## src/rtl/gsp_pkg.sv

```systemverilog
// shared types and constants of the graph shortest path core
// no dependencies; used by the interfaces, controller, datapath and top level
package gsp_pkg;

    localparam int DEF_MAX_NODES   = 64;
    localparam int DEF_MAX_DEGREE  = 16;
    localparam int DEF_WEIGHT_BITS = 16;

    localparam int CMD_W    = 2;
    localparam int NODE_W   = 6;
    localparam int WEIGHT_W = 16;
    localparam int STATUS_W = 3;
    localparam int FOUND_W  = 16;
    localparam int PDIST_W  = 22;
    localparam int DIST_W   = 23;
    localparam int PREV_W   = NODE_W + 1;

    localparam logic [PREV_W-1:0]  NO_HOP     = PREV_W'(64);
    localparam logic [PDIST_W-1:0] PDIST_MAX  = '1;

    typedef enum logic [CMD_W-1:0] {
        CMD_ADD   = 2'd0,
        CMD_QUERY = 2'd1,
        CMD_PATH  = 2'd2,
        CMD_NONE  = 2'd3
    } t_cmd;

    typedef enum logic [STATUS_W-1:0] {
        ST_OK      = 3'd0,
        ST_UNKNOWN = 3'd1,
        ST_NO_EDGE = 3'd2,
        ST_UNREACH = 3'd3,
        ST_FULL    = 3'd4
    } t_status;

    typedef enum logic [4:0] {
        S_IDLE,
        S_CHECK,
        S_FIND_RD,
        S_FIND_CMP,
        S_EMIT1,
        S_PINIT,
        S_SCAN,
        S_PICK,
        S_REL_RD,
        S_REL_T,
        S_REL_UPD,
        S_WALK1,
        S_WALK,
        S_WALK_NX,
        S_EP_RD,
        S_EP_OUT
    } t_state;

    // controller to datapath
    typedef struct packed {
        logic    ld_in;
        logic    mark_known;
        logic    deg_rd_a;
        logic    deg_rd_best;
        logic    k_clr;
        logic    k_inc;
        logic    edge_rd_find;
        logic    edge_rd_rel;
        logic    edge_upd;
        logic    edge_add;
        logic    st_ld;
        logic    found_ld;
        t_status st_code;
        logic    p_init;
        logic    scan_clr;
        logic    scan_step;
        logic    scan_last;
        logic    settle;
        logic    nd_ld;
        logic    relax;
        logic    walk_rd;
        logic    walk_dist;
        logic    walk_push;
        logic    walk_next;
        logic    ep_init;
        logic    ep_rd;
        logic    ep_dec;
        logic    out_single;
        logic    out_path;
    } t_ctl;

    // datapath to controller
    typedef struct packed {
        logic in_valid;
        t_cmd cmd;
        logic range_bad;
        logic known_ok;
        logic deg_end;
        logic deg_full;
        logic found;
        logic scan_end;
        logic best_vld;
        logic dst_settled;
        logic walk_end;
        logic ep_zero;
        logic out_free;
    } t_sts;

endpackage

```

## src/rtl/gsp_ctrl.sv

```systemverilog
// command sequencer of the graph shortest path core
// depends on gsp_pkg; drives the datapath through t_ctl and reads t_sts
module gsp_ctrl import gsp_pkg::*; (
    input  logic i_clk,
    input  logic i_rst_n,
    input  t_sts i_sts,
    output t_ctl o_ctl
);

    t_state r_state;
    t_state n_state;

    always_ff @(posedge i_clk) begin
        if (!i_rst_n) begin
            r_state <= S_IDLE;
        end else begin
            r_state <= n_state;
        end
    end

    // next state
    always_comb begin
        n_state = r_state;
        unique case (r_state)
            S_IDLE: begin
                if (i_sts.in_valid) begin
                    n_state = S_CHECK;
                end
            end
            S_CHECK: begin
                if (i_sts.cmd == CMD_NONE) begin
                    n_state = S_IDLE;
                end else if (i_sts.range_bad) begin
                    n_state = S_EMIT1;
                end else if (i_sts.cmd == CMD_ADD) begin
                    n_state = S_FIND_RD;
                end else if (!i_sts.known_ok) begin
                    n_state = S_EMIT1;
                end else if (i_sts.cmd == CMD_QUERY) begin
                    n_state = S_FIND_RD;
                end else begin
                    n_state = S_PINIT;
                end
            end
            S_FIND_RD: begin
                n_state = i_sts.deg_end ? S_EMIT1 : S_FIND_CMP;
            end
            S_FIND_CMP: begin
                n_state = i_sts.found ? S_EMIT1 : S_FIND_RD;
            end
            S_EMIT1: begin
                if (i_sts.out_free) begin
                    n_state = S_IDLE;
                end
            end
            S_PINIT: begin
                n_state = S_SCAN;
            end
            S_SCAN: begin
                if (i_sts.scan_end) begin
                    n_state = S_PICK;
                end
            end
            S_PICK: begin
                if (i_sts.best_vld) begin
                    n_state = S_REL_RD;
                end else if (i_sts.dst_settled) begin
                    n_state = S_WALK1;
                end else begin
                    n_state = S_EMIT1;
                end
            end
            S_REL_RD: begin
                n_state = i_sts.deg_end ? S_SCAN : S_REL_T;
            end
            S_REL_T: begin
                n_state = S_REL_UPD;
            end
            S_REL_UPD: begin
                n_state = S_REL_RD;
            end
            S_WALK1: begin
                n_state = S_WALK;
            end
            S_WALK: begin
                n_state = S_WALK_NX;
            end
            S_WALK_NX: begin
                n_state = i_sts.walk_end ? S_EP_RD : S_WALK;
            end
            S_EP_RD: begin
                n_state = S_EP_OUT;
            end
            S_EP_OUT: begin
                if (i_sts.out_free) begin
                    n_state = i_sts.ep_zero ? S_IDLE : S_EP_RD;
                end
            end
            default: begin
                n_state = S_IDLE;
            end
        endcase
    end

    // datapath commands
    always_comb begin
        o_ctl         = '0;
        o_ctl.st_code = ST_OK;
        unique case (r_state)
            S_IDLE: begin
                o_ctl.ld_in = 1'b1;
            end
            S_CHECK: begin
                if (i_sts.cmd == CMD_NONE) begin
                    o_ctl.ld_in = 1'b0;
                end else if (i_sts.range_bad) begin
                    o_ctl.st_ld   = 1'b1;
                    o_ctl.st_code = ST_UNKNOWN;
                end else if (i_sts.cmd == CMD_ADD) begin
                    o_ctl.mark_known = 1'b1;
                    o_ctl.deg_rd_a   = 1'b1;
                    o_ctl.k_clr      = 1'b1;
                end else if (!i_sts.known_ok) begin
                    o_ctl.st_ld   = 1'b1;
                    o_ctl.st_code = ST_UNKNOWN;
                end else if (i_sts.cmd == CMD_QUERY) begin
                    o_ctl.deg_rd_a = 1'b1;
                    o_ctl.k_clr    = 1'b1;
                end else begin
                    o_ctl.ld_in = 1'b0;
                end
            end
            S_FIND_RD: begin
                if (!i_sts.deg_end) begin
                    o_ctl.edge_rd_find = 1'b1;
                end else if (i_sts.cmd == CMD_QUERY) begin
                    o_ctl.st_ld   = 1'b1;
                    o_ctl.st_code = ST_NO_EDGE;
                end else if (i_sts.deg_full) begin
                    o_ctl.st_ld   = 1'b1;
                    o_ctl.st_code = ST_FULL;
                end else begin
                    o_ctl.edge_add = 1'b1;
                    o_ctl.st_ld    = 1'b1;
                end
            end
            S_FIND_CMP: begin
                if (!i_sts.found) begin
                    o_ctl.k_inc = 1'b1;
                end else begin
                    o_ctl.st_ld    = 1'b1;
                    o_ctl.edge_upd = (i_sts.cmd == CMD_ADD);
                    o_ctl.found_ld = (i_sts.cmd == CMD_QUERY);
                end
            end
            S_EMIT1: begin
                o_ctl.out_single = i_sts.out_free;
            end
            S_PINIT: begin
                o_ctl.p_init   = 1'b1;
                o_ctl.scan_clr = 1'b1;
            end
            S_SCAN: begin
                o_ctl.scan_step = !i_sts.scan_end;
                o_ctl.scan_last = i_sts.scan_end;
            end
            S_PICK: begin
                if (i_sts.best_vld) begin
                    o_ctl.settle      = 1'b1;
                    o_ctl.deg_rd_best = 1'b1;
                    o_ctl.k_clr       = 1'b1;
                end else if (i_sts.dst_settled) begin
                    o_ctl.walk_rd = 1'b1;
                end else begin
                    o_ctl.st_ld   = 1'b1;
                    o_ctl.st_code = ST_UNREACH;
                end
            end
            S_REL_RD: begin
                o_ctl.edge_rd_rel = !i_sts.deg_end;
                o_ctl.scan_clr    = i_sts.deg_end;
            end
            S_REL_T: begin
                o_ctl.nd_ld = 1'b1;
            end
            S_REL_UPD: begin
                o_ctl.relax = 1'b1;
                o_ctl.k_inc = 1'b1;
            end
            S_WALK1: begin
                o_ctl.walk_dist = 1'b1;
            end
            S_WALK: begin
                o_ctl.walk_push = 1'b1;
            end
            S_WALK_NX: begin
                o_ctl.walk_next = 1'b1;
                o_ctl.ep_init   = i_sts.walk_end;
            end
            S_EP_RD: begin
                o_ctl.ep_rd = 1'b1;
            end
            S_EP_OUT: begin
                o_ctl.out_path = i_sts.out_free;
                o_ctl.ep_dec   = i_sts.out_free && !i_sts.ep_zero;
            end
            default: begin
                o_ctl.ld_in = 1'b0;
            end
        endcase
    end

endmodule

```

## config.mk

```make
export PLATFORM = sky130hd
export DESIGN_NAME = gsp_ctrl
export DESIGN_NICKNAME = d
export VERILOG_FILES = /design/src/rtl/gsp_pkg.sv /design/src/rtl/gsp_ctrl.sv
export SDC_FILE = /design/constraint.sdc
export NUM_CORES = 1
export LEC_CHECK = 0
export BUFFER_PORTS_ARGS = -buffer_cell sky130_fd_sc_hd__clkbuf_2
export CAP_MARGIN = 20
export CELL_PAD_IN_SITES_DETAIL_PLACEMENT = 1
export CELL_PAD_IN_SITES_GLOBAL_PLACEMENT = 1
export CORE_ASPECT_RATIO = 1.5
export CORE_MARGIN = 5
export CORE_UTILIZATION = 30
export CTS_CLUSTER_DIAMETER = 40
export DETAILED_ROUTE_END_ITERATION = 10
export HOLD_SLACK_MARGIN = 0.08
export PLACE_DENSITY_LB_ADDON = 0.1
export SYNTH_ARGS = -nofsm -noshare
export SYNTH_HDL_FRONTEND = slang
export SYNTH_SLANG_ARGS = --single-unit
```

## constraint.sdc

```tcl
create_clock -name i_clk -period 2.5 [get_ports i_clk]
set_input_delay 0.5 -clock i_clk [delete_from_list [all_inputs] [get_ports i_clk]]
set_output_delay 0.5 -clock i_clk [all_outputs]
set_load 0.05 [all_outputs]
```

==> out/summary.txt <==
========================================================================================================
Share of synthesized area occupied by flip-flops and latches                                      0.0991
Total power per unit cell area                                                               403 nW/um^2
Met1 Use GR                                                                                        0.190
Number of nets produced by synthesis                                                                 138
Die Span X                                                                                       52.4 um
Most frequent cells after synthesis                                                         nor2_1, nor3_1, nand2_1
Nature of the critical path startpoint                                                              flop
Clk_lat worst skew                                                                               0.22 ns
Number of design-rule violations left by the first detailed-router iteration                          19
Worst IR Drop VDD                                                                               0.255 mV
Dominant cells by area after synthesis                                                      dfxtp_1, nor2_1, nor3_1
Estimated wirelength of the detail-placed design                                                 2440 um
Global-route usage over all layers                                                                 0.169
Number of nets with antenna violations after routing                                                   0
Top-Level Pins                                                                                        47
Vias after detailed routing                                                                         1099
Largest registers                                                                             r_state x4
Max-cap check violation count                                                                          0
Actual transition at the worst max-transition pin                                               0.530 ns
Cell Rows                                                                                             23
Share of power burned in registers                                                                 0.160
Instance area at placement                                                                    1100 sq um
Pin count of the biggest net entering global routing                                                  28
Final count of negative-setup-slack endpoints                                                          0
Number of CTS-inserted buffers                                                                         3
Count of endpoints failing hold in the final timing report                                             0
Peak fanout along the critical path                                                                    4
Leakage power                                                                                   0.525 nW
Max-slew headroom at the worst pin                                                                 0.646
Met3 Usage GRT                                                                                    0.0467
Post-synthesis cell type count                                                                        49
Switching share of power                                                                           0.447
Starting utilization of the core area                                                              0.305
Flip-flop count of the largest register after layout                                                   4
Post-CTS clock slew at the launch and capture registers of the worst setup and hold paths        0.03 ns
Number of H-tree branching levels                                                                      1
Die H                                                                                            73.6 um
Most common flop cell mapped by yosys                                                            dfxtp_1
Core footprint                                                                                2650 sq um
Internal power                                                                                  0.254 mW
Post-synthesis instance area                                                                   808 sq um
Cell taking the most area after synthesis                                                        dfxtp_1
Async S/R FF share, synth                                                                              0
Maximum clock frequency                                                                          424 MHz
Count of port buffers added during placement                                                          46
Share of total power in the clock network                                                          0.303
TritonCTS clock tree                                                                               built
Met2 global-route usage                                                                            0.308
Highest-utilization routing layer at the global route stage                                         met2
Class of the worst hold path                                                                primary input to flop
Drt total wl                                                                                     3150 um
Top-area cell type share of the netlist area                                                      0.0991
Clock Tree Root                                                                                 clkbuf_8
Final critical-path share of the clock period                                                      0.943
Post-route design area                                                                        1140 sq um
Tot Pwr                                                                                         0.460 mW
Wire length of the first global-routing pass                                                     4990 um
Average via count per standard cell                                                                 5.44
Post-route DRC                                                                                         0
Multi-input gate area                                                                          692 sq um
Setup Buffers After CTS                                                                                0
WL/cell                                                                                          15.6 um
Weighted congestion at the end of routability-driven global placement                              0.762
Yosys reg bits                                                                                         4
Kind of end point of the critical path                                                      primary output
Global-route congestion overflow total                                                                 0
Post-synthesis instance total                                                                        122
Required time of the critical path                                                               2.00 ns
Number of global-route vias before repair                                                           1080
Power dissipated by switching net loads                                                         0.206 mW
Data arrival, critical path                                                                      1.86 ns
Status                                                                                      finished, final reports clean
Proportion of layout cells with a drive suffix above 1                                             0.394
Mean post-synth cell area                                                                     6.63 sq um
Largest register by flop count                                                                   r_state
Number of diodes                                                                                       0
Die Area                                                                                      3850 sq um
Gate power share                                                                                   0.537
Storage cell area                                                                             80.1 sq um
Final count of pins violating max slew                                                                 0
Max clock buf depth                                                                                    2
Clock Skew                                                                                    0.00292 ns
Most common cell in the synthesized netlist                                                       nor2_1
EDFF count, synth                                                                                      0
Yosys warning count                                                                                    0
Minimum period implied by the final worst setup slack                                            2.36 ns
Clock Sinks                                                                                            4
DR pass1 iterations                                                                                    4
Signed area change from the synthesized netlist to the final layout                                41.3%
Critical path type                                                                          flop to primary output
RSZ-0062 raised after global routing                                                               false
Net count reported at finish                                                                         183
Antenna violations before repair                                                                       0
Fill cells                                                                                           373
========================================================================================================
## power by group through the flow
stage | registers [mW] | logic [mW] | clock network [mW]
after floorplan | 0.0747 | 0.180 | 0
after global placement | 0.0733 | 0.245 | 0
after detailed placement | 0.0742 | 0.248 | 0
after CTS | 0.0734 | 0.249 | 0.143
after global routing | 0.0734 | 0.267 | 0.148
final | 0.0734 | 0.247 | 0.139
## metal layers
| metal | share of wire | vias to the layer above | wire length [um] |
|---|---|---|---|
| met2 | 0.51 | 37 | 1610 |
| met5 | 0 | - | 0 |
| met3 | 0.047 | 4 | 148 |
| met1 | 0.43 | 519 | 1360 |
| met4 | 0.011 | 0 | 34 |
| li1 | - | 539 | - |
## placed cells by master (no fill, tap or decap), types with 2 or more instances in the layout
master     count
clkbuf_2      46
nor2_1        17
nor3_1         8
nand2_1        7
inv_1          6
nand3_1        4
nand2b_1       4
nor2b_1        4
buf_4          4
dfxtp_1        4
or2_2          3
and3_1         3
a21oi_1        3
nand4_1        3
o21a_1         3
clkbuf_8       3
and4b_1        2
o21ai_1        2
and3b_1        2
and2_1         2
a21o_1         2
a2111oi_0      2
nor4_1         2
## repair_timing
item | in CTS | in global routing
resized for setup | 0 | 1
hold buffers | 0 | 0
setup endpoints to repair | 0 | 1
## worst max-delay path, stage by stage (launching register included)
cell and delay, ns:
dfxtp_1 0.30, or4b_4 0.57, a21o_1 0.22, o21ai_4 0.15, nand3b_1 0.11, clkbuf_2 0.28
## final timing paths
| kind | start | to | slack (ns) | cells past startpoint |
|---|---|---|---|---|
| setup / recovery | r_state[1] | o_ctl[20] | 0.14 | 5 |
| hold / removal | i_rst_n | r_state[3] | 0.54 | 2 |
| setup reg to reg | r_state[1] | r_state[3] | 0.75 | 5 |
| hold reg to reg | r_state[1] | r_state[1] | 0.71 | 3 |
## metrics by stage
step,cells,setup TNS (ns),hold slack [ns],util,worst slack [ns]
after floorplan,122,-0.329,0.608,-,-0.210
after global placement,199,0,0.691,0.415,0.340
after detailed placement,199,0,0.711,0.415,0.310
after CTS,202,0,0.541,0.431,0.0724
after global routing,202,0,0.566,0.431,0.0692
final,202,0,0.544,0.431,0.143
## cells by family after synthesis
logic type	Yosys count	synth area share
AOI/OAI and AO/OA	28	0.272
DFF	4	0.0991
and+or+nand+nor	71	0.488
muxes	3	0.0542
buffers and inverters	16	0.0867
## layout make-up
type                       count  area share
multi-input combinational    102       0.606
timing repair buffer          50       0.228
sequential                     4      0.0701
tap                           37      0.0405
clock buffer                   3      0.0361
inverter                       6      0.0197
Note: power is estimated with default switching activity, not from simulation.
